<file path="src/design/cps_pkg.sv">
// Package for the process scheduler: payload structs, record type and shared constants.
// Used by cps_ctrl, cps_dp and cpu_process_scheduler; depends on nothing.
package cps_pkg;

  localparam int QueueDepthDef = 16;

  localparam logic [1:0] POL_FCFS = 2'd0;
  localparam logic [1:0] POL_SRTF = 2'd1;
  localparam logic [1:0] POL_RR   = 2'd2;
  localparam logic [1:0] POL_PRIO = 2'd3;

  localparam logic CFG_POLICY  = 1'b0;
  localparam logic CFG_QUANTUM = 1'b1;

  localparam logic [15:0] QuantumReset = 16'd8;

  typedef struct packed {
    logic        req_type;
    logic [7:0]  proc_id;
    logic [7:0]  proc_priority;
    logic [15:0] burst_time;
    logic        cpu_idle;
    logic [15:0] running_left;
  } in_item_t;

  typedef struct packed {
    logic        accepted;
    logic        dispatched;
    logic [7:0]  new_id;
    logic [15:0] new_left;
    logic        preempted;
    logic [7:0]  old_id;
    logic [15:0] old_switches;
    logic [4:0]  queue_count;
  } out_item_t;

  typedef struct packed {
    logic [7:0]  id;
    logic [7:0]  prio;
    logic [15:0] left;
    logic [15:0] sw;
  } rec_t;

  // Commands from controller to datapath.
  typedef struct packed {
    logic load;      // capture the input item
    logic append;    // write arrival at tail
    logic scan_init; // start a scan pass at index 0
    logic scan_step; // evaluate the entry read last cycle
    logic rot_init;  // start the rotation pass
    logic rot_step;  // evaluate one rotation entry
    logic sel_read;  // read the selected entry
    logic shift_init;
    logic shift_step; // move one entry down
    logic finish;    // commit runner, push old runner, build result
    logic tick_only; // result without dispatch
  } cmd_t;

  typedef struct packed {
    logic req_tick;
    logic full;
    logic empty;
    logic scan_done;
    logic rot_needed;
    logic rot_done;
    logic pick;
    logic shift_done;
  } sts_t;

endpackage

</file>
<file path="src/design/cps_dp.sv">
// Datapath of the scheduler: ready-queue memory, runner record, slice timer, scan units.
// Depends on cps_pkg; driven by cps_ctrl through cps_pkg::cmd_t.
module cps_dp #(
  parameter int QUEUE_DEPTH = cps_pkg::QueueDepthDef,
  localparam int IW = $clog2(QUEUE_DEPTH),
  localparam int CW = $clog2(QUEUE_DEPTH + 1)
) (
  input  logic                clk,
  input  logic                rst_n,
  input  cps_pkg::in_item_t   item,
  input  logic [1:0]          policy,
  input  logic [15:0]         quantum,
  input  cps_pkg::cmd_t       cmd,
  output cps_pkg::sts_t       sts,
  output cps_pkg::out_item_t  result
);

  cps_pkg::rec_t mem [QUEUE_DEPTH];
  cps_pkg::rec_t rd_r;
  logic [IW-1:0] rd_addr;
  logic          wr_en;
  logic [IW-1:0] wr_addr;
  cps_pkg::rec_t wr_data;

  cps_pkg::in_item_t it_r;
  logic [CW-1:0] cnt_r, cnt_nxt;
  cps_pkg::rec_t run_r, run_nxt;
  cps_pkg::rec_t chosen_r, chosen_nxt;
  logic          run_v_r, run_v_nxt;
  logic [15:0]   slice_r, slice_nxt;
  logic [CW-1:0] idx_r, idx_nxt;     // entry index under evaluation
  logic [CW-1:0] k_r, k_nxt;         // rotation step counter
  logic [IW-1:0] sel_r, sel_nxt;
  logic          pick_r, pick_nxt;
  logic [16:0]   best_r, best_nxt;
  logic [CW-1:0] start_r, start_nxt;
  logic          rot_r, rot_nxt;
  cps_pkg::out_item_t res_r, res_nxt;

  logic busy;
  logic [15:0] slice_dec;
  logic [CW-1:0] cnt_m1;
  logic [CW-1:0] rot_idx;

  assign busy      = !it_r.cpu_idle && run_v_r;
  assign slice_dec = (slice_r != 16'd0) ? slice_r - 16'd1 : slice_r;
  assign cnt_m1    = cnt_r - CW'(1);

  // Rotation visit order: from head, or just after the runner's own entry.
  always_comb begin
    logic [CW:0] s;
    s = {1'b0, start_r} + {1'b0, k_nxt};
    if (start_r == cnt_r) rot_idx = k_nxt - CW'(1);
    else if (s >= {1'b0, cnt_r}) rot_idx = CW'(s - {1'b0, cnt_r});
    else rot_idx = s[CW-1:0];
  end

  always_comb begin
    rd_addr = idx_nxt[IW-1:0];
    if (cmd.rot_init || cmd.rot_step) rd_addr = rot_idx[IW-1:0];
    if (cmd.sel_read) rd_addr = sel_r;
  end

  always_comb begin
    cnt_nxt = cnt_r; run_nxt = run_r; run_v_nxt = run_v_r; slice_nxt = slice_r;
    idx_nxt = idx_r; k_nxt = k_r; sel_nxt = sel_r; pick_nxt = pick_r;
    best_nxt = best_r; start_nxt = start_r; rot_nxt = rot_r; res_nxt = res_r;
    chosen_nxt = chosen_r;
    wr_en = 1'b0; wr_addr = cnt_r[IW-1:0]; wr_data = '0;

    if (cmd.append) begin
      res_nxt = '0;
      if (cnt_r != CW'(QUEUE_DEPTH)) begin
        wr_en   = 1'b1;
        wr_data = '{id: it_r.proc_id, prio: it_r.proc_priority,
                    left: it_r.burst_time, sw: 16'd0};
        cnt_nxt = cnt_r + CW'(1);
        res_nxt.accepted = 1'b1;
      end
      res_nxt.queue_count = 5'(cnt_nxt);
    end

    if (cmd.scan_init) begin
      slice_nxt = slice_dec;
      idx_nxt = '0; sel_nxt = '0; rot_nxt = 1'b0;
      start_nxt = cnt_r;
      unique case (policy)
        cps_pkg::POL_FCFS: begin pick_nxt = !busy; best_nxt = '0; end
        cps_pkg::POL_SRTF: begin
          pick_nxt = !busy;
          best_nxt = busy ? {1'b0, it_r.running_left} : 17'h1FFFF;
        end
        cps_pkg::POL_RR: begin
          pick_nxt = !busy || slice_dec == 16'd0;
          if (pick_nxt) slice_nxt = quantum;
          best_nxt = '0;
        end
        default: begin
          pick_nxt = 1'b0;
          best_nxt = busy ? {9'd0, run_r.prio} : 17'd256;
        end
      endcase
    end

    // rd_r holds entry idx_r during a scan step.
    if (cmd.scan_step) begin
      unique case (policy)
        cps_pkg::POL_SRTF:
          if ({1'b0, rd_r.left} < best_r) begin
            best_nxt = {1'b0, rd_r.left}; pick_nxt = 1'b1; sel_nxt = idx_r[IW-1:0];
          end
        cps_pkg::POL_PRIO: begin
          if ({9'd0, rd_r.prio} < best_r) begin
            best_nxt = {9'd0, rd_r.prio}; pick_nxt = 1'b1; sel_nxt = idx_r[IW-1:0];
          end
          if (busy && rd_r.id == run_r.id && start_r == cnt_r) start_nxt = idx_r;
        end
        default: ;
      endcase
      idx_nxt = idx_r + CW'(1);
      if (idx_nxt == cnt_r && policy == cps_pkg::POL_PRIO) begin
        if (pick_nxt) slice_nxt = quantum;
        else if (!busy || slice_r == 16'd0) rot_nxt = 1'b1;
      end
    end

    if (cmd.rot_init) begin
      k_nxt = CW'(1);
      best_nxt = busy ? {9'd0, run_r.prio} : 17'd0;
      slice_nxt = quantum;
    end
    if (cmd.rot_step) begin
      // rd_r holds the entry of rotation step k_r; the read for the next step starts now.
      if (!busy && k_r == CW'(1)) best_nxt = {9'd0, rd_r.prio};
      if (rd_r.prio == (!busy && k_r == CW'(1) ? rd_r.prio : best_r[7:0])) begin
        pick_nxt = 1'b1; sel_nxt = idx_r[IW-1:0];
      end
      k_nxt = k_r + CW'(1);
    end

    if (cmd.shift_init) begin
      idx_nxt = CW'(sel_r) + CW'(1);
      res_nxt = '0;
      res_nxt.dispatched = 1'b1;
      res_nxt.new_id = rd_r.id;
      res_nxt.new_left = rd_r.left;
      chosen_nxt = rd_r;
    end
    if (cmd.shift_step) begin
      wr_en = 1'b1; wr_addr = IW'(idx_r - CW'(1)); wr_data = rd_r;
      idx_nxt = idx_r + CW'(1);
    end

    if (cmd.finish) begin
      cnt_nxt = cnt_m1;
      run_nxt = chosen_r;
      run_v_nxt = 1'b1;
      if (busy) begin
        wr_en = 1'b1; wr_addr = cnt_m1[IW-1:0];
        wr_data = '{id: run_r.id, prio: run_r.prio, left: it_r.running_left,
                    sw: run_r.sw + 16'd1};
        cnt_nxt = cnt_r;
        res_nxt.preempted = 1'b1;
        res_nxt.old_id = run_r.id;
        res_nxt.old_switches = run_r.sw + 16'd1;
      end
      res_nxt.queue_count = 5'(cnt_nxt);
    end

    if (cmd.tick_only) begin
      if (cnt_r == '0) slice_nxt = slice_dec;
      res_nxt = '0;
      res_nxt.queue_count = 5'(cnt_r);
    end
  end

  // idx_r tracks the rotation index so that sel captures the visited entry.
  logic [CW-1:0] idx_use;
  assign idx_use = (cmd.rot_init || cmd.rot_step) ? rot_idx : idx_nxt;

  always_ff @(posedge clk) begin
    if (wr_en) mem[wr_addr] <= wr_data;
    rd_r <= mem[rd_addr];
  end

  always_ff @(posedge clk) begin
    if (!rst_n) begin
      cnt_r <= '0; run_r <= '0; run_v_r <= 1'b0; slice_r <= '0;
    end else begin
      cnt_r <= cnt_nxt; run_r <= run_nxt; run_v_r <= run_v_nxt; slice_r <= slice_nxt;
    end
    if (cmd.load) it_r <= item;
    idx_r <= idx_use; k_r <= k_nxt; sel_r <= sel_nxt; pick_r <= pick_nxt;
    best_r <= best_nxt; start_r <= start_nxt; rot_r <= rot_nxt; res_r <= res_nxt;
    chosen_r <= chosen_nxt;
  end

  always_comb begin
    sts.req_tick   = it_r.req_type;
    sts.full       = cnt_r == CW'(QUEUE_DEPTH);
    sts.empty      = cnt_r == '0;
    sts.scan_done  = idx_r == cnt_r;
    sts.rot_needed = rot_r;
    sts.rot_done   = k_r == cnt_r + CW'(1);
    sts.pick       = pick_r;
    sts.shift_done = idx_r == cnt_r;
  end
  assign result = res_r;

`ifndef ASSERT_OFF
  a_cnt_range: assert property (@(posedge clk) disable iff (!rst_n)
    cnt_r <= CW'(QUEUE_DEPTH)) else $error("queue count out of range");
  a_no_wr_full: assert property (@(posedge clk) disable iff (!rst_n)
    cmd.append && cnt_r == CW'(QUEUE_DEPTH) |-> !wr_en) else $error("write to full queue");
  a_finish_valid: assert property (@(posedge clk) disable iff (!rst_n)
    cmd.finish |=> run_v_r) else $error("runner not valid after dispatch");
`endif
endmodule

</file>
<file path="src/design/cps_ctrl.sv">
// Controller of the scheduler: sequences append, scan, rotation, removal shift and result.
// Depends on cps_pkg; talks to cps_dp through cps_pkg::cmd_t and cps_pkg::sts_t.
module cps_ctrl (
  input  logic          clk,
  input  logic          rst_n,
  input  logic          in_valid,
  output logic          in_ready,
  output logic          out_valid,
  input  logic          out_ready,
  input  cps_pkg::sts_t sts,
  output cps_pkg::cmd_t cmd
);

  typedef enum logic [3:0] {
    S_IDLE, S_DECODE, S_SCAN_RD, S_SCAN, S_ROT_RD, S_ROT, S_SEL_RD, S_SEL,
    S_SHIFT, S_FINISH, S_OUT
  } state_t;

  state_t state_r, state_nxt;
  logic   out_valid_r, out_valid_nxt;

  always_comb begin
    state_nxt = state_r;
    out_valid_nxt = out_valid_r;
    cmd = '0;
    unique case (state_r)
      S_IDLE: if (in_valid) begin cmd.load = 1'b1; state_nxt = S_DECODE; end
      S_DECODE: begin
        if (!sts.req_tick) begin
          cmd.append = 1'b1; state_nxt = S_OUT; out_valid_nxt = 1'b1;
        end else if (sts.empty) begin
          cmd.tick_only = 1'b1; state_nxt = S_OUT; out_valid_nxt = 1'b1;
        end else begin
          cmd.scan_init = 1'b1; state_nxt = S_SCAN_RD;
        end
      end
      S_SCAN_RD: state_nxt = S_SCAN;
      S_SCAN: begin
        if (sts.scan_done) state_nxt = S_ROT_RD;
        else cmd.scan_step = 1'b1;
      end
      S_ROT_RD: begin
        if (sts.rot_needed) begin cmd.rot_init = 1'b1; state_nxt = S_ROT; end
        else state_nxt = S_SEL_RD;
      end
      S_ROT: begin
        if (sts.rot_done || sts.pick) state_nxt = S_SEL_RD;
        else cmd.rot_step = 1'b1;
      end
      S_SEL_RD: begin
        if (sts.pick) begin cmd.sel_read = 1'b1; state_nxt = S_SEL; end
        else begin cmd.tick_only = 1'b1; state_nxt = S_OUT; out_valid_nxt = 1'b1; end
      end
      S_SEL: begin cmd.shift_init = 1'b1; state_nxt = S_SHIFT; end
      S_SHIFT: begin
        if (sts.shift_done) state_nxt = S_FINISH;
        else cmd.shift_step = 1'b1;
      end
      S_FINISH: begin cmd.finish = 1'b1; state_nxt = S_OUT; out_valid_nxt = 1'b1; end
      S_OUT: if (out_ready) begin state_nxt = S_IDLE; out_valid_nxt = 1'b0; end
      default: state_nxt = S_IDLE;
    endcase
  end

  always_ff @(posedge clk) begin
    if (!rst_n) begin
      state_r <= S_IDLE; out_valid_r <= 1'b0;
    end else begin
      state_r <= state_nxt; out_valid_r <= out_valid_nxt;
    end
  end

  assign in_ready  = state_r == S_IDLE;
  assign out_valid = out_valid_r;

`ifndef ASSERT_OFF
  a_out_state: assert property (@(posedge clk) disable iff (!rst_n)
    out_valid_r |-> state_r == S_OUT) else $error("result shown outside output state");
  a_one_in: assert property (@(posedge clk) disable iff (!rst_n)
    in_ready |-> !out_valid_r) else $error("input taken while result pending");
  a_out_done: assert property (@(posedge clk) disable iff (!rst_n)
    out_valid_r && out_ready |=> state_r == S_IDLE) else $error("no return to idle");
`endif
endmodule

</file>
<file path="src/design/cpu_process_scheduler.sv">
// Top level of the ready-queue process scheduler: config registers, controller, datapath.
// Depends on cps_pkg, cps_ctrl and cps_dp.
//
//  channel | signals                        | role
//  in      | in_valid in_ready in_data      | arrival or tick item
//  out     | out_valid out_ready out_data   | one result item per input item
//  cfg     | cfg_we cfg_index cfg_data      | policy_mode, time_quantum
//
// An arrival, or a tick on an empty queue, is done at decode. A tick with N queued
// entries runs one scan pass over the one-read, one-write queue memory, an optional
// rotation pass, and on dispatch a shift pass that closes the gap behind the pick.
// One item is in work at a time; a waiting result holds the input side.
// Reset is synchronous and needs no clearing pass.
module cpu_process_scheduler #(
  parameter int QUEUE_DEPTH = cps_pkg::QueueDepthDef
) (
  input  logic               clk,
  input  logic               rst_n,
  input  logic               in_valid,
  output logic               in_ready,
  input  cps_pkg::in_item_t  in_data,
  output logic               out_valid,
  input  logic               out_ready,
  output cps_pkg::out_item_t out_data,
  input  logic               cfg_we,
  input  logic               cfg_index,
  input  logic [15:0]        cfg_data
);

  logic [1:0]    policy_r;
  logic [15:0]   quantum_r;
  cps_pkg::cmd_t cmd;
  cps_pkg::sts_t sts;

  always_ff @(posedge clk) begin
    if (!rst_n) begin
      policy_r <= cps_pkg::POL_FCFS; quantum_r <= cps_pkg::QuantumReset;
    end else if (cfg_we) begin
      unique case (cfg_index)
        cps_pkg::CFG_POLICY:  policy_r  <= cfg_data[1:0];
        cps_pkg::CFG_QUANTUM: quantum_r <= cfg_data;
        default: ;
      endcase
    end
  end

  cps_ctrl u_ctrl (
    .clk, .rst_n, .in_valid, .in_ready, .out_valid, .out_ready, .sts, .cmd
  );

  cps_dp #(.QUEUE_DEPTH(QUEUE_DEPTH)) u_dp (
    .clk, .rst_n, .item(in_data), .policy(policy_r), .quantum(quantum_r),
    .cmd, .sts, .result(out_data)
  );

endmodule
</file>
<file path="config.mk">
export PLATFORM = sky130hd
export DESIGN_NAME = cpu_process_scheduler
export DESIGN_NICKNAME = d
export VERILOG_FILES = /design/src/design/cps_pkg.sv /design/src/design/cps_dp.sv /design/src/design/cps_ctrl.sv /design/src/design/cpu_process_scheduler.sv
export SDC_FILE = /design/constraint.sdc
export NUM_CORES = 2
export LEC_CHECK = 0
export BUFFER_PORTS_ARGS = -buffer_cell sky130_fd_sc_hd__buf_4
export CAP_MARGIN = 25
export CORE_ASPECT_RATIO = 1.2
export CORE_MARGIN = 2
export CORE_UTILIZATION = 65
export DETAILED_ROUTE_END_ITERATION = 16
export PLACE_DENSITY = 0.83
export SYNTH_ARGS = -nofsm -noshare
export SYNTH_HDL_FRONTEND = slang
export SYNTH_SLANG_ARGS = --single-unit
</file>
<file path="constraint.sdc">
create_clock -name clk -period 13.4 [get_ports clk]
set_input_delay 0 -clock clk [delete_from_list [all_inputs] [get_ports clk]]
set_output_delay 0 -clock clk [all_outputs]
set_load 0.05 [all_outputs]
</file>
==> results.md <==
- Sequential Power Share: 35.4%
- Pins Over Slew Limit: 0
- Post-Synth Simple-Gate Area: 6.568%
- Gr usage total: 31.61%
- Switching pwr: 4747 uW
- I/O pin count: 130
- Data required, critical path: 13.89 ns
- WP data arrival: just over 8 ns
- Maximum vdd drop: 0.4115 mV
- Comb pwr share: 41.6%
- IO Port Bufs: about 130
- Most common cell after layout, fill and taps aside: edfxtp_1
- Layout cells sized above 1: 11.48%
- Worst R2R Path Depth: 24
- Slowest CP cell: buf_4
- Clk sinks: 1069
- Crit-path cells: ha_1, nand3_1, xnor2_1, and4_1, o21ai_0, buf_4, o21a_1, ha_1, fa_1, a21o_1, a21oi_1, xnor2_1, ha_1, o21a_1, o31a_1, nor3_1, o21ai_0, nand2_1, o21ai_0, a221oi_4, buf_4, buf_4, mux2i_1, mux2i_1
- Total Wirelength: 115700 um
- Number of nets in the layout: ~3600
- Slew margin rel.: 19.55%
- Die Span Y: between 200 and 300 um
- CP Max Fanout: 52
- Final hold violations: 0
- Post-Route Setup TNS: 0 ns
- Peak Freq: between 100 and 150 MHz
- Post-synth EDFFs: 856
- Die width: 246.1 um
- N_diodes: 0
- Ranking of synthesized cells by area: edfxtp_1, mux2i_1, dfxtp_1
- Synthesized flop and latch total: around 1100
- Reg clk slew, reported paths: approximately 0.060 ns
- R2R setup slack: 5.68 ns
- DP HPWL: 62070 um
- Max stage delay on crit path: 0.94 ns
- Leakage: 0.01991 uW
- DRC: 0
- Mux share of post-synthesis cell area: 16.07%
- Max Cap Violations: 0
- Drt via density: 6.428
- WP buf/inv: 3
- Setup violators final: 0
- Vias in the first global route: 29120
- RR Startpoint: u_dp.cnt_r[1]
- Die ar.: 0.07245 mm^2
- Met1 GRT Util: 40.59%
- Top delay family on crit path: buffers and inverters
- Synth top area share: 56.24%
- Post-synthesis sequential area ratio: 65.58%
- Commonest cells after routing, fill and taps aside: edfxtp_1, mux2i_1, nand2_1
- DRT antenna net count: 0
- Area growth syn-to-layout: 13.65%
- Post-synth ARST share: 0%
- Element type at the critical path end: flip-flop
- Met2 GRT Util: 52.80%
- Core Area: roughly 0.070 mm^2
- Area leader, netlist: edfxtp_1
- Crit path to: u_dp.rd_r[47]
- Avg Cell Area, Syn: between 10 and 15 um^2
- Synth unique cells: between 70 and 80
- Mean routed wirelength per cell: 25.82 um
- CP Launch Type: flip-flop
- Tmin final: 7.720 ns
- Number of cells on the critical path: 24
- Routability cong.: 0.9362
- Pwr/cell area: 246.8 mW/mm^2
- Starting density of the core: 65.64%
- Critical Path Source: u_dp.cnt_r[1]
- Root Buffer: clkbuf_16
- Clock skew: 0.02190 ns
- Synth warnings: 0
- First-pass GRT wire length: 171400 um
- Status: finished, final reports clean
- RSZ-0062 raised after global routing: no
- Clock Path Buffers: 3
- Post-Synth XOR/XNOR Area: 1.456%
- Least-Margin Pin Slew: approximately 1.2 ns
- GRT overflow: 0
- DR iter-0 viols: about 3100
- CTS tree: done
- # H-tree levels: 3
- Critical path class: flip-flop to flip-flop
- Switching part of the total: 37.02%
- Post-Syn Area: 0.04570 mm^2
- # fillers: 4083
- Top FF cell, synth: edfxtp_1
- Drt first pass iters: 6
- Clk_lat worst skew: 0.67 ns
- Antenna violations before repair: 1
- Part of the power in the clock network: 23.1%
- Vias: 28800
- Post-CTS Setup Bufs: 0
- Compound-Gate Fraction of Synth Area: 6.346%
- Synth Area in Adders: 1.265%
- CTS Buf Count: 98
- Met3 GRT Util: 5.245%
- Reg2reg end: u_dp.rd_r[47]
- Syn nets: 3396
- Post-Place Cells: about 4200
- Final period utilization: between 50 and 60%
- Largest net degree at the start of global routing: 158
- FP Rows: 106
- Cell count after synthesis: 3279
- Non-filler cells, final: around 4500
- Hold/Removal Path Class: input pin to flip-flop
- Gr busiest metal: met2
- Internal: 8074 uW
- Main combinational cell family by area after synthesis: multiplexers
flip-flops by register name, summed over array words and instances, names as in the netlist:
name              cells
policy_r              2
quantum_r            16
u_ctrl.out_valid      1
u_ctrl.state_r        4
u_dp.best_r          17
u_dp.chosen_r        32
u_dp.cnt_r            5
u_dp.idx_r            5
u_dp.it_r            49
u_dp.k_r              5
u_dp.mem            768
u_dp.pick_r           1
u_dp.rd_r            48
u_dp.result          56
u_dp.rot_r            1
u_dp.run_r           32
u_dp.run_v_r          1
u_dp.sel_r            4
u_dp.slice_r         16
u_dp.start_r          5
u_dp.sts              1
Yosys cell counts, types with 20 or more instances:
master,count
nor3_1,36
a211oi_1,21
nand3_1,69
xnor2_1,42
buf_6,38
nor2_1,175
nand2_1,294
a21o_1,20
mux2i_1,729
a22oi_1,34
o21ai_0,81
a21oi_1,182
clkbuf_1,81
dfxtp_1,213
xor2_1,34
ha_1,43
edfxtp_1,856
inv_1,41
buf_2,41
layout make-up:
type / count / area (um^2) / share of cell area [%]
sequential: 1069 / 29970 / 57.70
multi-input combinational: 1982 / 14720 / 28.33
clock buffer: 119 / 2633 / 5.069
timing repair buffer: 283 / 2476 / 4.768
tap: 918 / 1149 / 2.212
clock inverter: 67 / 838.3 / 1.614
inverter: 42 / 157.7 / 0.3035
power groups by stage:
stage	Clock [uW]	Sequential (uW)	Combinational, uW
after floorplan	0	4480	4140
after global placement	0	4560	4960
after detailed placement	0	4570	5150
after CTS	2980	4510	5230
after global routing	3110	4550	5680
final	2960	4530	5330
worst min-delay path by stage:
stage                           start            end  slack, ns  depth (start not counted)
after global routing       in_data[0]   u_dp.it_r[0]       0.04                          2
after CTS                  in_data[3]   u_dp.it_r[3]       0.01                          2
final                      in_data[0]   u_dp.it_r[0]       0.04                          2
after global placement     in_data[5]   u_dp.it_r[5]       0.18                          1
after floorplan            in_data[0]   u_dp.it_r[0]        0.1                          0
after detailed placement  in_data[40]  u_dp.it_r[40]       0.18                          1
cells by family (layout without fill, tap and decap cells):
family	Yosys count	count (layout)
AOI/OAI and AO/OA	450	450
adders and majority gates	45	45
xor gates and xnor gates	76	76
buffers and inverters	228	511
DFF	1069	1069
muxes	733	733
and+or+nand+nor	678	678
what timing repair did:
item / in CTS / in global routing
endpoints found under the hold margin: 78 / 0
hold buffers: 97 / 0
gates resized for setup: 0 / 0
endpoints found under the setup margin: 0 / 0
worst register-to-register path: stages, from the launching register on:
cell and delay (ns):
dfxtp_1 0.61, ha_1 0.37, nand3_1 0.23, xnor2_1 0.31
and4_1 0.27, o21ai_0 0.10, buf_4 0.22, o21a_1 0.22
ha_1 0.22, fa_1 0.44, a21o_1 0.19, a21oi_1 0.17
xnor2_1 0.16, ha_1 0.30, o21a_1 0.12, o31a_1 0.13
nor3_1 0.51, o21ai_0 0.20, nand2_1 0.09, o21ai_0 0.19
a221oi_4 0.29, buf_4 0.77, buf_4 0.95, mux2i_1 0.38
mux2i_1 0.13
through the flow:
stage	worst slack, ns	hold WS, ns	instance area [um^2]	util (%)	total power [uW]
after floorplan	7.745	0.09887	45700	-	8621
after global placement	5.701	0.1790	47320	67.96	9517
after detailed placement	5.363	0.1793	47360	68.02	9725
after CTS	5.309	0.01195	51810	74.40	12720
after global routing	5.251	0.03988	51940	74.59	13350
final	5.680	0.04168	51940	74.59	12820
layer usage:
metal	part of all wire [%]	vias to the layer above
li1	-	12700
met1	38	14280
met2	50	1512
met3	8.6	303
met4	4.0	0
met5	0	-
Power figures use the tool's default switching activity.
